--- config.mk ---
export PLATFORM = sky130hd
export DESIGN_NAME = intel_hex_record_loader
export DESIGN_NICKNAME = d
export VERILOG_FILES = /design/src/hdl/ihex_pkg.sv /design/src/hdl/ihex_parser.sv /design/src/hdl/ihex_out.sv /design/src/hdl/intel_hex_record_loader.sv
export VERILOG_INCLUDE_DIRS = /design/src /design/src/hdl
export SDC_FILE = /design/constraint.sdc
export NUM_CORES = 1
export LEC_CHECK = 0
export CORE_MARGIN = 3
export CORE_UTILIZATION = 25
export DETAILED_ROUTE_END_ITERATION = 8
export DONT_BUFFER_PORTS = 1
export PLACE_DENSITY = 0.4
export SYNTH_ARGS = -nofsm -noshare
export SYNTH_HDL_FRONTEND = slang
export SYNTH_SLANG_ARGS = --single-unit
--- constraint.sdc ---
create_clock -name clk -period 7.31 [get_ports clk]
set_input_delay 1.0965 -clock clk [delete_from_list [all_inputs] [get_ports clk]]
set_output_delay 1.0965 -clock clk [all_outputs]
set_load 0.01 [all_outputs]
--- src/hdl/assert_macros.svh ---
// assertion macros shared by the loader modules
`ifndef ASSERT_MACROS_SVH
`define ASSERT_MACROS_SVH
`ifndef SYNTHESIS
// property checked on every edge outside reset
`define ASSERT_CLK(label, prop) \
  label: assert property (@(posedge clk) disable iff (rst) prop) \
    else $error("assertion failed");
// property checked on every edge, reset included
`define ASSERT_ALWAYS(label, prop) \
  label: assert property (@(posedge clk) prop) \
    else $error("assertion failed");
`else
`define ASSERT_CLK(label, prop)
`define ASSERT_ALWAYS(label, prop)
`endif
`endif

--- src/hdl/ihex_pkg.sv ---
// shared constants and types of the hex record loader
package ihex_pkg;

  localparam int AddrBits = 16;

  // address increment after each byte write
  localparam logic [AddrBits-1:0] AddrStep = AddrBits'(1);

  // action codes of the input transfer
  localparam logic [1:0] ActClear = 2'd0;
  localparam logic [1:0] ActChar  = 2'd1;
  localparam logic [1:0] ActEnd   = 2'd2;

  // characters and record types
  localparam logic [7:0] CharColon = 8'h3a;
  localparam logic [7:0] CharCr    = 8'h0d;
  localparam logic [7:0] KindData  = 8'h00;
  localparam logic [7:0] KindEnd   = 8'h01;

  // one result item
  typedef struct packed {
    logic                write_valid;
    logic [AddrBits-1:0] write_address;
    logic [7:0]          write_data;
    logic                finished;
    logic                wrong_type;
  } result_t;

endpackage

--- src/hdl/ihex_parser.sv ---
// record parser: state registers and per-character next-state logic
`include "assert_macros.svh"

module ihex_parser (
  input  logic                  clk,
  input  logic                  rst,
  input  logic                  push,
  input  logic [1:0]            action,
  input  logic [7:0]            char_in,
  output ihex_pkg::result_t     res
);

  typedef enum logic [3:0] {
    PH_COLON, PH_COUNT, PH_ADDR, PH_TYPE, PH_DATA,
    PH_CHECK, PH_EOL, PH_SKIP, PH_DONE, PH_ERROR
  } phase_t;

  phase_t                        phase, phase_next;
  logic [1:0]                    digit_index, digit_index_next;
  logic [15:0]                   field_accum, field_accum_next;
  logic [7:0]                    bytes_left, bytes_left_next;
  logic [ihex_pkg::AddrBits-1:0] load_address, load_address_next;
  logic [7:0]                    record_kind, record_kind_next;
  logic                          done_flag, done_flag_next;
  logic                          error_flag, error_flag_next;

  logic [3:0]  digit_val;
  logic [15:0] accum_shift;
  logic [1:0]  idx_inc;
  logic        pair_full;
  logic [7:0]  bytes_dec;

  // ascii hex digit to value, anything else reads as zero
  function automatic logic [3:0] hex_value(input logic [7:0] c);
    logic [7:0] d;
    d = 8'h00;
    if (c >= 8'h30 && c <= 8'h39) d = c - 8'h30;
    else if (c >= 8'h41 && c <= 8'h46) d = c - 8'h37;
    else if (c >= 8'h61 && c <= 8'h66) d = c - 8'h57;
    return d[3:0];
  endfunction

  // digit shift shared by all field phases
  assign digit_val   = hex_value(char_in);
  assign accum_shift = {field_accum[11:0], digit_val};
  assign idx_inc     = digit_index + 2'd1;
  assign pair_full   = (idx_inc == 2'd2);
  assign bytes_dec   = bytes_left - 8'd1;

  // next state and result for the item in transfer
  always_comb begin
    phase_next        = phase;
    digit_index_next  = digit_index;
    field_accum_next  = field_accum;
    bytes_left_next   = bytes_left;
    load_address_next = load_address;
    record_kind_next  = record_kind;
    done_flag_next    = done_flag;
    error_flag_next   = error_flag;
    res               = '0;
    unique case (action)
      ihex_pkg::ActClear: begin
        phase_next        = PH_COLON;
        digit_index_next  = '0;
        field_accum_next  = '0;
        bytes_left_next   = '0;
        load_address_next = '0;
        record_kind_next  = '0;
        done_flag_next    = 1'b0;
        error_flag_next   = 1'b0;
      end
      ihex_pkg::ActEnd: begin
        if (phase != PH_DONE && phase != PH_ERROR) begin
          error_flag_next = 1'b1;
          phase_next      = PH_ERROR;
        end
      end
      ihex_pkg::ActChar: begin
        unique case (phase)
          PH_COLON: begin
            if (char_in == ihex_pkg::CharColon) begin
              phase_next       = PH_COUNT;
              digit_index_next = '0;
              field_accum_next = '0;
            end else begin
              error_flag_next = 1'b1;
              phase_next      = PH_ERROR;
            end
          end
          PH_COUNT: begin
            field_accum_next = accum_shift;
            digit_index_next = idx_inc;
            if (pair_full) begin
              digit_index_next = '0;
              bytes_left_next  = accum_shift[7:0];
              field_accum_next = '0;
              phase_next       = PH_ADDR;
            end
          end
          PH_ADDR: begin
            field_accum_next = accum_shift;
            digit_index_next = idx_inc;
            if (digit_index == 2'd3) begin
              digit_index_next  = '0;
              load_address_next = accum_shift[ihex_pkg::AddrBits-1:0];
              field_accum_next  = '0;
              phase_next        = PH_TYPE;
            end
          end
          PH_TYPE: begin
            field_accum_next = accum_shift;
            digit_index_next = idx_inc;
            if (pair_full) begin
              digit_index_next = '0;
              record_kind_next = accum_shift[7:0];
              field_accum_next = '0;
              if (accum_shift[7:0] == ihex_pkg::KindEnd) begin
                done_flag_next = 1'b1;
                phase_next     = PH_DONE;
              end else if (bytes_left == 8'd0) begin
                phase_next = PH_CHECK;
              end else begin
                phase_next = PH_DATA;
              end
            end
          end
          PH_DATA: begin
            field_accum_next = accum_shift;
            digit_index_next = idx_inc;
            if (pair_full) begin
              digit_index_next = '0;
              if (record_kind == ihex_pkg::KindData) begin
                res.write_valid   = 1'b1;
                res.write_address = load_address;
                res.write_data    = accum_shift[7:0];
                load_address_next = load_address + ihex_pkg::AddrStep;
              end
              field_accum_next = '0;
              bytes_left_next  = bytes_dec;
              if (bytes_dec == 8'd0) phase_next = PH_CHECK;
            end
          end
          PH_CHECK: begin
            field_accum_next = accum_shift;
            digit_index_next = idx_inc;
            if (pair_full) begin
              digit_index_next = '0;
              field_accum_next = '0;
              phase_next       = PH_EOL;
            end
          end
          PH_EOL: begin
            phase_next = (char_in == ihex_pkg::CharCr) ? PH_SKIP : PH_COLON;
          end
          PH_SKIP: begin
            phase_next = PH_COLON;
          end
          default: ;
        endcase
      end
      default: ;
    endcase
    res.finished   = done_flag_next;
    res.wrong_type = error_flag_next;
  end

  // parser state, advanced on each input transfer
  always_ff @(posedge clk) begin
    if (rst) begin
      phase        <= PH_COLON;
      digit_index  <= '0;
      field_accum  <= '0;
      bytes_left   <= '0;
      load_address <= '0;
      record_kind  <= '0;
      done_flag    <= 1'b0;
      error_flag   <= 1'b0;
    end else if (push) begin
      phase        <= phase_next;
      digit_index  <= digit_index_next;
      field_accum  <= field_accum_next;
      bytes_left   <= bytes_left_next;
      load_address <= load_address_next;
      record_kind  <= record_kind_next;
      done_flag    <= done_flag_next;
      error_flag   <= error_flag_next;
    end
  end

  // a load ends either finished or in error, never both
  `ASSERT_CLK(a_done_err_excl, !(done_flag && error_flag))
  // byte writes only come from the data phase
  `ASSERT_CLK(a_write_in_data, res.write_valid |-> (phase == PH_DATA && action == ihex_pkg::ActChar))
  // a stopped load keeps its flag until a clear
  `ASSERT_CLK(a_err_sticky, (push && error_flag && action != ihex_pkg::ActClear) |=> error_flag)

endmodule

--- src/hdl/ihex_out.sv ---
// output register with one skid entry
`include "assert_macros.svh"

module ihex_out (
  input  logic                  clk,
  input  logic                  rst,
  input  logic                  push,
  input  ihex_pkg::result_t     res,
  output logic                  in_ready,
  output logic                  out_valid,
  input  logic                  out_ready,
  output ihex_pkg::result_t     out_data
);

  logic              skid_valid;
  ihex_pkg::result_t skid_data;
  logic              main_free;

  assign main_free = !out_valid || out_ready;
  assign in_ready  = !skid_valid;

  // valid bits of the two entries
  always_ff @(posedge clk) begin
    if (rst) begin
      out_valid  <= 1'b0;
      skid_valid <= 1'b0;
    end else if (main_free) begin
      out_valid  <= skid_valid || push;
      skid_valid <= 1'b0;
    end else if (push) begin
      skid_valid <= 1'b1;
    end
  end

  // payload of the two entries
  always_ff @(posedge clk) begin
    if (main_free) begin
      out_data <= skid_valid ? skid_data : res;
    end else if (push) begin
      skid_data <= res;
    end
  end

  // skid entry only fills behind a held main entry
  `ASSERT_CLK(a_skid_behind_main, skid_valid |-> out_valid)
  // a transfer into a stalled output lands in the skid entry
  `ASSERT_CLK(a_stall_to_skid, (push && out_valid && !out_ready) |=> skid_valid)
  // the skid entry drains as soon as the main entry moves
  `ASSERT_CLK(a_skid_drain, (skid_valid && out_ready) |=> !skid_valid)

endmodule

--- src/hdl/intel_hex_record_loader.sv ---
// top level of the hex record loader: parser and output register
//
//  channel  signals                                     dir
//  in       in_valid in_ready action char_in            sink
//  out      out_valid out_ready write_valid             source
//           write_address write_data finished wrong_type
//
//  one character per clock while in_ready is high: the parser result of each
//  transfer is registered in the output entry, or in the skid entry if stalled.
//  the output register has one skid entry; in_ready drops only while it is
//  full, after out_ready was low with a result waiting.
//  rst clears the parser to wait for a colon and empties both entries.

module intel_hex_record_loader (
  input  logic                          clk,
  input  logic                          rst,
  input  logic                          in_valid,
  output logic                          in_ready,
  input  logic [1:0]                    action,
  input  logic [7:0]                    char_in,
  output logic                          out_valid,
  input  logic                          out_ready,
  output logic                          write_valid,
  output logic [ihex_pkg::AddrBits-1:0] write_address,
  output logic [7:0]                    write_data,
  output logic                          finished,
  output logic                          wrong_type
);

  logic              push;
  ihex_pkg::result_t res;
  ihex_pkg::result_t out_data;

  assign push = in_valid && in_ready;

  ihex_parser u_parser (
    .clk     (clk),
    .rst     (rst),
    .push    (push),
    .action  (action),
    .char_in (char_in),
    .res     (res)
  );

  ihex_out u_out (
    .clk       (clk),
    .rst       (rst),
    .push      (push),
    .res       (res),
    .in_ready  (in_ready),
    .out_valid (out_valid),
    .out_ready (out_ready),
    .out_data  (out_data)
  );

  // result fields to ports
  assign write_valid   = out_data.write_valid;
  assign write_address = out_data.write_address;
  assign write_data    = out_data.write_data;
  assign finished      = out_data.finished;
  assign wrong_type    = out_data.wrong_type;

endmodule
# After elaboration in Yosys (flattened, before gate mapping)
# Index checks and enable logic that the tools add are counted.
[totals]
regBits = 108
inputBits = 14
out_inout_bits = 29
wordCells = 138
[op_classes]
addsub = 6
magnitude_cmp = 6
n_eq_ne = 31
n_mux = 50
bitwise = 1
reduce_logical = 24
[op_table]
columns = ["op", "n"]
rows = [
  ["25-bit two-way mux", 4],
  ["16-bit case mux with 2 select lines", 2],
  ["16-bit two-way mux", 3],
  ["4-bit two-way mux", 12],
  ["8-bit case mux with 2 select lines", 3],
  ["12-bit two-way mux", 3],
  ["12-bit case mux with 3 select lines", 1],
  ["4-bit case mux with 8 select lines", 1],
  ["27-bit two-way mux", 1],
  ["8-bit logical NOT", 3],
  ["8-bit two-way mux", 3],
  ["3-bit by 2-bit inequality test with 1-bit output, second input constant", 8],
  ["12-bit case mux with 2 select lines", 1],
  ["16-bit by 1-bit adder with 16-bit output, second input constant", 1],
  ["4-bit by 3-bit == test with 1-bit output, second input constant", 4],
  ["8-bit by 7-bit >= comparator with 1-bit output, second input constant", 2],
  ["8-bit by 7-bit less-or-equal comparator with 1-bit output, second input constant", 2],
  ["4-bit inequality test, second input constant", 3],
  ["4-bit case mux with 3 select lines", 1],
  ["10-bit AND reduction", 1],
  ["9-bit by 8-bit inequality test with 1-bit output, second input constant", 1],
  ["4-bit by 2-bit == test with 1-bit output, second input constant", 2],
  ["8-bit by 1-bit == test with 1-bit output, second input constant", 1],
  ["8-bit by 4-bit == test with 1-bit output, second input constant", 1],
  ["other kinds (34)", 54],
]

# Longest topological paths before layout
# Gate-level depths: netlist of run 1.
[logic_depth]
depth_word = 11
mapped_depth = 10
ltp_nobuf = 8

# Hierarchy
# From an unflattened synthesis of run 1, not the netlist that was laid out.
[hier_totals]
hier_cells = 541
area_unflattened_um2 = 5582.9
[modules_own_cells]
columns = ["mod", "instances", "cells_each", "area_per_inst_um2", "seq_area_each_um2"]
rows = [
  ["ihex_parser", 1, 447, 3522.1, 1041.0],
  ["ihex_out", 1, 93, 2054.5, 1661.6],
  ["intel_hex_record_loader", 1, 1, 6.3, 0.0],
]

# Worst setup path after synthesis of run 1
# Ideal clock, no wire load.
[synth_timing]
kind = "input to register"
from = "input out_ready"
to = "register u_out.skid_data[0] in the netlist's numbering, enable pin"
setup_ps = 411
arrival_time_ps = 3084
required_ps = 6899
slack_ps = 3815
stages = 2
path_buffers = 0
cell_sequence = "nand2b_1 > nor2_1"
[synth_via]
elab_chain_len = 3
[synth_rtl]
columns = ["item", "line", "rtl"]
rows = [
  ["start: declaration", "intel_hex_record_loader.sv:22", "input logic out_ready,"],
  ["1-bit logical OR", "ihex_out.sv:19", "assign main_free = !out_valid || out_ready;"],
  ["1-bit NOT (no source line)", "n/a", ""],
  ["2-bit AND reduction (no source line)", "n/a", ""],
  ["end signal: assignment", "ihex_out.sv:40", "skid_data <= res;"],
  ["end: declaration", "ihex_out.sv:16", "ihex_pkg::result_t skid_data;"],
]
# Every way passes these cells.
# A chain may end at the register's enable or synchronous reset.

# Worst setup path after layout of run 1
[layout_timing]
from = "input action[1]"
to = "register u_parser.bytes_left[4]"
[layout_via]
elab_chain_len = 3
[layout_rtl]
columns = ["item", "line", "rtl"]
rows = [
  ["start: declaration", "intel_hex_record_loader.sv:19", "input logic [1:0] action,"],
  ["2-bit by 1-bit == test with 1-bit output / 2-bit logical NOT (equally long branches)", "ihex_parser.sv:61", "unique case (action)"],
  ["3-bit by 2-bit inequality test with 1-bit output (no source line) (tied with other cells)", "n/a", ""],
  ["5-bit AND reduction (no source line)", "n/a", ""],
  ["end signal: assignment", "ihex_parser.sv:182", "bytes_left <= bytes_left_next;"],
  ["end: declaration", "ihex_parser.sv:21", "logic [7:0] bytes_left, bytes_left_next;"],
]
# Several ways; a longest one is shown, not always the timed one.

==> tab_implementation.tex, run 1 <==
\begin{tabular}{lr}
\hline
Metric & Value \\
\hline
\multicolumn{2}{l}{\textbf{Timing}} \\
\quad Headroom to the max-slew limit & 29.78\% \\
\quad Max Fclk & approximately 0.31 GHz \\
\quad Setup repair after global routing missed its margin & no \\
\quad Total negative setup slack & 0 ps \\
\quad Share of the clock period used by the worst path & 43.74\% \\
\quad Min Tclk post-route & between 3000 and 4000 ps \\
\quad Number of hold-slack violations in the final timing report & 0 \\
\quad Slew at the pin with the worst max-slew slack & between 1000 and 1500 ps \\
\quad Final Max Tran Viols & 0 \\
\quad Worst clock skew on the final layout & roughly 6.6 ps \\
\quad Setup Viol. Count Final & 0 \\
\multicolumn{2}{l}{\textbf{Global route}} \\
\quad Pin count of the biggest net entering global routing & 49 \\
\quad Via count of the first global-routing pass & about 4000 \\
\quad Global-route wire length before repair & 21930 um \\
\quad Total congestion overflow & 0 \\
\quad Global routing usage summed across all routing layers & between 10 and 15\% \\
\quad Antenna violations before repair & 0 \\
\multicolumn{2}{l}{\textbf{Yosys}} \\
\quad Post-synth net total & about 570 \\
\quad Largest area contributor in the synthesized netlist & edfxtp\_1 \\
\quad Cell count after synthesis & between 500 and 600 \\
\quad Area fraction of the dominant cell type after synthesis & between 20\% and 30\% \\
\quad Mapped Avg Cell Area & 10.35 um\^{}2 \\
\quad Post-synth design cell area & between 5000 and 6000 um\^{}2 \\
\quad Unique masters post-synth & between 70 and 80 \\
\quad Top post-synthesis cells by area & edfxtp\_1 29\%, dfxtp\_1 19\%, mux2\_2 5.2\% \\
\quad Most used DFF post-synth & edfxtp\_1 \\
\quad Top cells by instance count after synthesis & 54 x dfxtp\_1, 54 x edfxtp\_1, 46 x nand2\_1, 38 x nor2\_1, 29 x a21oi\_1 \\
\quad Flop and latch count out of synthesis & 108 \\
\quad Post-synth EDFFs & 54 \\
\quad Synth Warn \# & 0 \\
\quad Async S/R FF share, synth & 0\% \\
\quad Register area share after synthesis & about half \\
\multicolumn{2}{l}{\textbf{CTS}} \\
\quad Clock Latency Late Sink & 350 ps \\
\quad CTS Buf Count & 9 \\
\quad Maximum buffer depth of the clock tree & 2 \\
\quad Clock sinks & approximately 110 \\
\quad Post-CTS Hold Buffers & 0 \\
\quad Number of H-tree branching levels & 3 \\
\quad Resize count post-CTS & 0 \\
\quad Post CTS Setup Buffer Count & 0 \\
\quad TritonCTS clock tree & yes \\
\quad Clock transition at the register clock pins on the worst setup and hold paths after CTS & around 70 ps \\
\quad Root cell of the clock tree & clkbuf\_16 \\
\multicolumn{2}{l}{\textbf{Drt}} \\
\quad Number of routed nets with antenna violations & 0 \\
\quad Wirelength per Cell & roughly 17 um \\
\quad Vias per std cell & 5.086 \\
\quad Drt total wl & approximately 13000 um \\
\quad Initial DRC count & about 290 \\
\quad Total via count after detailed routing & 4125 \\
\quad Length of the first detailed-routing pass in iterations & 5 \\
\quad Number of design rule violations left after detail routing & 0 \\
\multicolumn{2}{l}{\textbf{Setup path}} \\
\quad Critical Setup Path Class & primary input to flip-flop \\
\quad Most numerous cell on the critical path & o21ai\_0 \\
\quad Buffers \& Inverters on Critical Path & 2 \\
\quad Arrival time at the worst endpoint & around 3400 ps \\
\quad Ordered cell list for the critical path & inv\_1 -> ha\_1 -> buf\_4 -> o21ai\_0 -> a21oi\_1 -> o21ai\_0 -> a32oi\_1 -> nor2\_1 \\
\quad Slowest cell on the critical path & a21oi\_1 \\
\quad Endpoint kind of the worst setup timing path & flip-flop \\
\quad Slowest stage delay, CP & between 800 and 900 ps \\
\quad Maximum net fanout on the critical path & 48 \\
\quad Startpoint kind of the worst setup timing path & primary input \\
\quad CP delay by family, top & compound AO/OA/AOI/OAI gates \\
\quad Worst path required time & 7550 ps \\
\quad Flop2flop setup slack & between 4000 and 5000 ps \\
\multicolumn{2}{l}{\textbf{Cells and area}} \\
\quad Layout net count & $\sim$550 \\
\quad Filler cells & 2243 \\
\quad Count of placed standard cells in the final layout, fillers left out & between 800 and 900 \\
\quad Synth-to-Final Area Change & 9.244\% \\
\quad N\_diodes & 0 \\
\quad Final Instance Area & between 6000 and 7000 um\^{}2 \\
\quad Fraction of final layout cells sized beyond drive strength 1 & between 10 and 15\% \\
\multicolumn{2}{l}{\textbf{Placed design}} \\
\quad Global placer's final weighted congestion & between 0.8 and 0.9 \\
\quad Total placed cells including tap cells & between 700 and 800 \\
\quad Number of buffer cells added on primary ports & 0 \\
\quad Post-detail-place hpwl & 9240 um \\
\quad Placed cell areas & 5853 um\^{}2 \\
\multicolumn{2}{l}{\textbf{Power and ir drop}} \\
\quad Fraction of power consumed by sequential logic & between 50\% and 60\% \\
\quad Sum of internal, switching and leakage power & about 0.0012 W \\
\quad Clock share of power & 39.9\% \\
\quad Combinational share of power & under 10\% \\
\quad Switching power & approximately 0.00028 W \\
\quad Switching part of the total & between 20\% and 30\% \\
\quad Internal cell power & 0.0009500 W \\
\quad Worst ir drop on vdd & around 100 uV \\
\quad Leakage & about 2.1 nW \\
\quad Power density cells & $\sim$200 nW/um\^{}2 \\
\multicolumn{2}{l}{\textbf{Die}} \\
\quad Ports & 43 \\
\quad Starting density of the core & 25.64\% \\
\quad FP Rows & 54 \\
\quad Placeable core region & between 20000 and 25000 um\^{}2 \\
\quad Chip height & $\sim$160 um \\
\quad Total Die Area & 24360 um\^{}2 \\
\quad Die outline width & around 160 um \\
\multicolumn{2}{l}{\textbf{Worst hold path}} \\
\quad Worst hold-check path type & flip-flop to flip-flop \\
\multicolumn{2}{l}{\textbf{Run status}} \\
\quad Result of the run & finished, final reports clean \\
\multicolumn{2}{l}{\textbf{Flow run}} \\
\quad Max-cap violations & 0 \\
\hline
\end{tabular}
[layer usage]
layer  wire [um]  track usage [%]  vias to the layer above
met5           0                0                        -
met2        6245            17.81                       91
met1        6514            15.65                     2025
li1            -                -                     1994
met4         255            4.668                        0
met3         397            1.331                       15
[stage by stage]
| stage | util, % | setup WS, ps | hold slack (ps) |
|---|---|---|---|
| after global placement | 26.66 | 3714 | 432.5 |
| after detailed placement | 26.66 | 3553 | 443.2 |
| final | 28.01 | 4113 | 454.1 |
| after global routing | 28.01 | 3701 | 482.5 |
| after CTS | 27.99 | 3921 | 452.9 |
| after floorplan | - | 3815 | 431.6 |
[tightest hold or removal path, delay by kind of cell (launching register included)]
family          cells  cell delay [ps]
simple gates        1               50
flops               1              310
compound gates      1               50
[cell usage in the layout (no fill, tap or decap), drive strengths merged, types with 4 or more instances in the layout]
master  Yosys  layout
a211oi     11      11
a21oi      30      30
a22o       16      16
a31oi       9       9
a32oi       9       9
and2       24      24
buf        13       5
clkbuf     21      11
clkinv      1       4
dfxtp      54      54
edfxtp     54      54
ha         14      14
inv        18      19
mux2       26      26
nand2      46      46
nand2b      8       8
nand3      14      14
nand4       7       7
nor2       38      38
nor2b      12      12
nor3       13      13
o211ai      6       6
o21ai      24      24
o31ai       4       4
or4         5       5
xnor2       5       5
[state kept, by name (all words and copies together), names as in the netlist]
register / cells
u_out.out_data: 27
u_parser.done_flag: 1
u_parser.load_address: 16
u_parser.field_accum: 12
u_parser.bytes_left: 8
u_parser.record_kind: 8
u_out.out_valid: 1
u_out.skid_valid: 1
u_out.skid_data: 27
u_parser.digit_index: 2
u_parser.phase: 4
u_parser.error_flag: 1
[power groups by stage]
stage / combinational [W] / clock [W] / sequential, W
3_3_place_gp: 0.0000711 / 0 / 0.000680
3_5_place_dp: 0.0000726 / 0 / 0.000680
4_1_cts: 0.0000731 / 0.000511 / 0.000666
6_report: 0.0000718 / 0.000490 / 0.000666
2_1_floorplan: 0.0000652 / 0 / 0.000674
5_1_grt: 0.0000804 / 0.000528 / 0.000668
[logic make-up (layout without fill, tap and decap cells)]
logic type | after synthesis | in the layout | share of synthesized area [%]
muxes | 29 | 29 | 5.956
buffers and inverters | 53 | 40 | 4.489
xor gates and xnor gates | 7 | 7 | 1.089
DFF | 108 | 108 | 48.00
AOI/OAI and AO/OA | 141 | 141 | 18.76
adders and majority gates | 14 | 14 | 3.111
and+or+nand+nor | 192 | 192 | 18.60
[area by class of cell]
cell class              count  area (um^2)  area share (%)
flip-flops and latches    108         2703           43.94
multi-input cells         383         2696           43.84
well taps                 280        350.3           5.696
clock buffers              11        242.7           3.946
inverters                  19        71.32           1.159
clock inverters             5        50.05          0.8137
repair buffers              5        37.54          0.6103
[final timing paths]
| kind | start | to | cells past startpoint |
|---|---|---|---|
| setup / recovery | action[1] | u_parser.bytes_left[4]$_SDFFE_PP0P_ | 8 |
| hold / removal | u_parser.record_kind[0]$_SDFFE_PP0P_ | u_parser.record_kind[0]$_SDFFE_PP0P_ | 2 |
| setup reg to reg | u_parser.phase[2]$_SDFFE_PP0P_ | u_out.out_data[14]$_DFFE_PP_ | 7 |
| hold reg to reg | u_parser.record_kind[0]$_SDFFE_PP0P_ | u_parser.record_kind[0]$_SDFFE_PP0P_ | 2 |
No activity file was read; power rests on OpenSTA's default activity.
==> inputs of run 2 (changes only) <==
- PLACE_DENSITY: 0.4 -> 0.42
- clock period: 7.31 -> 2.93 ns (I/O delays scaled with it)
==> run 2 against run 1 <==
  * Worst hold slack got worse by 290 ps
  * Non-clock buffer count rose by 12
  * Sequential share of layout area fell by 0.93 points
  * Total power rose to 2.6 times the previous value
  * Global-route usage barely moved
  * Design area rose by 2.2%
  * Clock power rose to 2.7 times the previous value
  * First-iteration DRC count fell by 36%
  * Sequential power rose by 150%
  * Critical endpoint is now u_parser.digit_index[0]$_SDFFE_PP0P_
  * Highest routed layer unchanged
==> tab_implementation.tex, run 2 (same netlist as run 1, synthesis figures left out) <==
\begin{tabular}{lr}
\hline
Metric & Value \\
\hline
\multicolumn{2}{l}{\textbf{Run status}} \\
\quad Result of the run & finished, final reports clean \\
\multicolumn{2}{l}{\textbf{Global route}} \\
\quad Global routing usage summed across all routing layers & between 10\% and 20\% \\
\quad Global-route wire length before repair & about 22000 um \\
\quad Via count of the first global-routing pass & 3897 \\
\quad Antenna violations before repair & 0 \\
\quad Total congestion overflow & 0 \\
\quad Pin count of the biggest net entering global routing & 48 \\
\multicolumn{2}{l}{\textbf{CTS}} \\
\quad Maximum buffer depth of the clock tree & 2 \\
\quad Post CTS Setup Buffer Count & 0 \\
\quad Root cell of the clock tree & clkbuf\_16 \\
\quad Clock sinks & about 110 \\
\quad Post-CTS Hold Buffers & 0 \\
\quad Clock Latency Late Sink & 350 ps \\
\quad CTS Buf Count & 9 \\
\quad Number of H-tree branching levels & 3 \\
\quad Clock transition at the register clock pins on the worst setup and hold paths after CTS & about 80 ps \\
\quad Resize count post-CTS & 0 \\
\quad TritonCTS clock tree & yes \\
\multicolumn{2}{l}{\textbf{Cells and area}} \\
\quad Synth-to-Final Area Change & 11.60\% \\
\quad Count of placed standard cells in the final layout, fillers left out & about 820 \\
\quad Fraction of final layout cells sized beyond drive strength 1 & approximately 15\% \\
\quad Biggest regs & u\_out.out\_data (27), u\_out.skid\_data (27), u\_parser.load\_address (16) \\
\quad Multi-input combinational cell area & 2695 um\^{}2 \\
\quad Commonest cells after routing, fill and taps aside & 54 x edfxtp\_1, 54 x dfxtp\_1, 46 x nand2\_1, 37 x nor2\_1, 28 x a21oi\_1 \\
\quad Filler cells & about 2300 \\
\quad N\_diodes & 0 \\
\quad Layout net count & 566 \\
\quad Sequential cell area & 2703 um\^{}2 \\
\multicolumn{2}{l}{\textbf{Die}} \\
\quad Placeable core region & 21960 um\^{}2 \\
\quad Starting density of the core & approximately 26\% \\
\quad Total Die Area & approximately 24000 um\^{}2 \\
\quad FP Rows & between 50 and 60 \\
\quad Chip height & about 160 um \\
\quad Die outline width & roughly 160 um \\
\quad Ports & 43 \\
\multicolumn{2}{l}{\textbf{Timing}} \\
\quad Share of the clock period used by the worst path & 84.64\% \\
\quad Number of hold-slack violations in the final timing report & 0 \\
\quad Headroom to the max-slew limit & around three fifths \\
\quad Slew at the pin with the worst max-slew slack & between 600 and 700 ps \\
\quad Max Fclk & approximately 0.40 GHz \\
\quad Post-route worst setup slack & about 450 ps \\
\quad Setup Viol. Count Final & 0 \\
\quad Total negative setup slack & 0 ps \\
\quad Worst clock skew on the final layout & 10.40 ps \\
\quad Min Tclk post-route & 2480 ps \\
\quad Final Max Tran Viols & 0 \\
\quad Setup repair after global routing missed its margin & no \\
\multicolumn{2}{l}{\textbf{Drt}} \\
\quad Vias per std cell & 5.041 \\
\quad Wirelength per Cell & between 15 and 20 um \\
\quad Length of the first detailed-routing pass in iterations & 4 \\
\quad Total via count after detailed routing & 4149 \\
\quad Number of design rule violations left after detail routing & 0 \\
\quad Number of routed nets with antenna violations & 0 \\
\quad Initial DRC count & 188 \\
\quad Drt total wl & 13590 um \\
\multicolumn{2}{l}{\textbf{Setup path}} \\
\quad Maximum net fanout on the critical path & 14 \\
\quad Critical Setup Path Class & flip-flop to flip-flop \\
\quad Startpoint kind of the worst setup timing path & flip-flop \\
\quad Arrival time at the worst endpoint & approximately 2800 ps \\
\quad Endpoint kind of the worst setup timing path & flip-flop \\
\quad Worst path required time & 3230 ps \\
\multicolumn{2}{l}{\textbf{Power and ir drop}} \\
\quad Power density cells & 503.7 nW/um\^{}2 \\
\quad Worst ir drop on vdd & between 300 and 400 uV \\
\quad Leakage & 2.139 nW \\
\multicolumn{2}{l}{\textbf{Placed design}} \\
\quad Total placed cells including tap cells & approximately 810 \\
\quad Number of buffer cells added on primary ports & 0 \\
\quad Global placer's final weighted congestion & slightly below 0.8 \\
\quad Post-detail-place hpwl & approximately 9300 um \\
\quad Setup slack at placement & between 200 and 300 ps \\
\multicolumn{2}{l}{\textbf{Worst hold path}} \\
\quad Worst hold-check path type & primary input to flip-flop \\
\multicolumn{2}{l}{\textbf{Flow run}} \\
\quad Max-cap violations & 0 \\
\hline
\end{tabular}
run 2: changes by cell type in the layout (fill, tap and decap cells not counted), sizes merged:
cell      previous run  this run
buf                  5        17
bufinv               1         2
clkbuf              11         9
clkinv               4         3
clkinvlp             0         1
inv                 19        20
run 2: path summary, 6_finish.rpt:
path	slack [ps]	from	end	cells past startpoint
worst max register to register	450	u_parser.phase[0]$_SDFFE_PP0P_	u_parser.digit_index[0]$_SDFFE_PP0P_	6
worst min register to register	450	u_parser.record_kind[7]$_SDFFE_PP0P_	u_parser.record_kind[7]$_SDFFE_PP0P_	2
worst min-delay path	170	rst	u_parser.done_flag$_SDFFE_PP0P_	1
worst max-delay path	450	u_parser.phase[0]$_SDFFE_PP0P_	u_parser.digit_index[0]$_SDFFE_PP0P_	6
run 2: worst max-delay path, cell delays in order (launching register included):
cell and delay (ps):
dfxtp_1 480, or4_1 580, a31oi_1 290, a211o_1 160, a21o_1 190, and2b_1 480
mux2_2 240
run 2: metal layers:
metal / up-vias / track usage, % / share of wire [%]
met3: 9 / 1.276 / 2.2
met5: - / 0 / 0
met4: 0 / 4.163 / 1.1
met2: 64 / 18.16 / 48
li1: 2019 / - / -
met1: 2057 / 15.60 / 49
run 2: power by group:
| group | internal, W | switching [W] | total (W) |
|---|---|---|---|
| clock network | 0.000756 | 0.000560 | 0.00132 |
| registers | 0.00162 | 0.0000398 | 0.00166 |
| logic | 0.0000740 | 0.000115 | 0.000189 |
| total | 0.00245 | 0.000715 | 0.00316 |
run 2: final cells by class:
cell class / count / area share [%]
inverter: 19 / 1.135
multi-input combinational: 383 / 42.89
timing repair buffer: 17 / 2.230
tap: 280 / 5.575
sequential: 108 / 43.01
clock buffer: 9 / 3.584
clock inverter: 7 / 1.573
run 2: per-stage QoR:
stage / cell area, um^2 / total power (W) / hold WS [ps] / util, %
after floorplan: 5630 / 0.001845 / 431.6 / -
after global placement: 5956 / 0.001882 / 432.0 / 27.12
after detailed placement: 5956 / 0.001886 / 437.1 / 27.12
after CTS: 6280 / 0.003217 / 138.1 / 28.60
after global routing: 6284 / 0.003290 / 146.4 / 28.62
final: 6284 / 0.003165 / 167.5 / 28.62
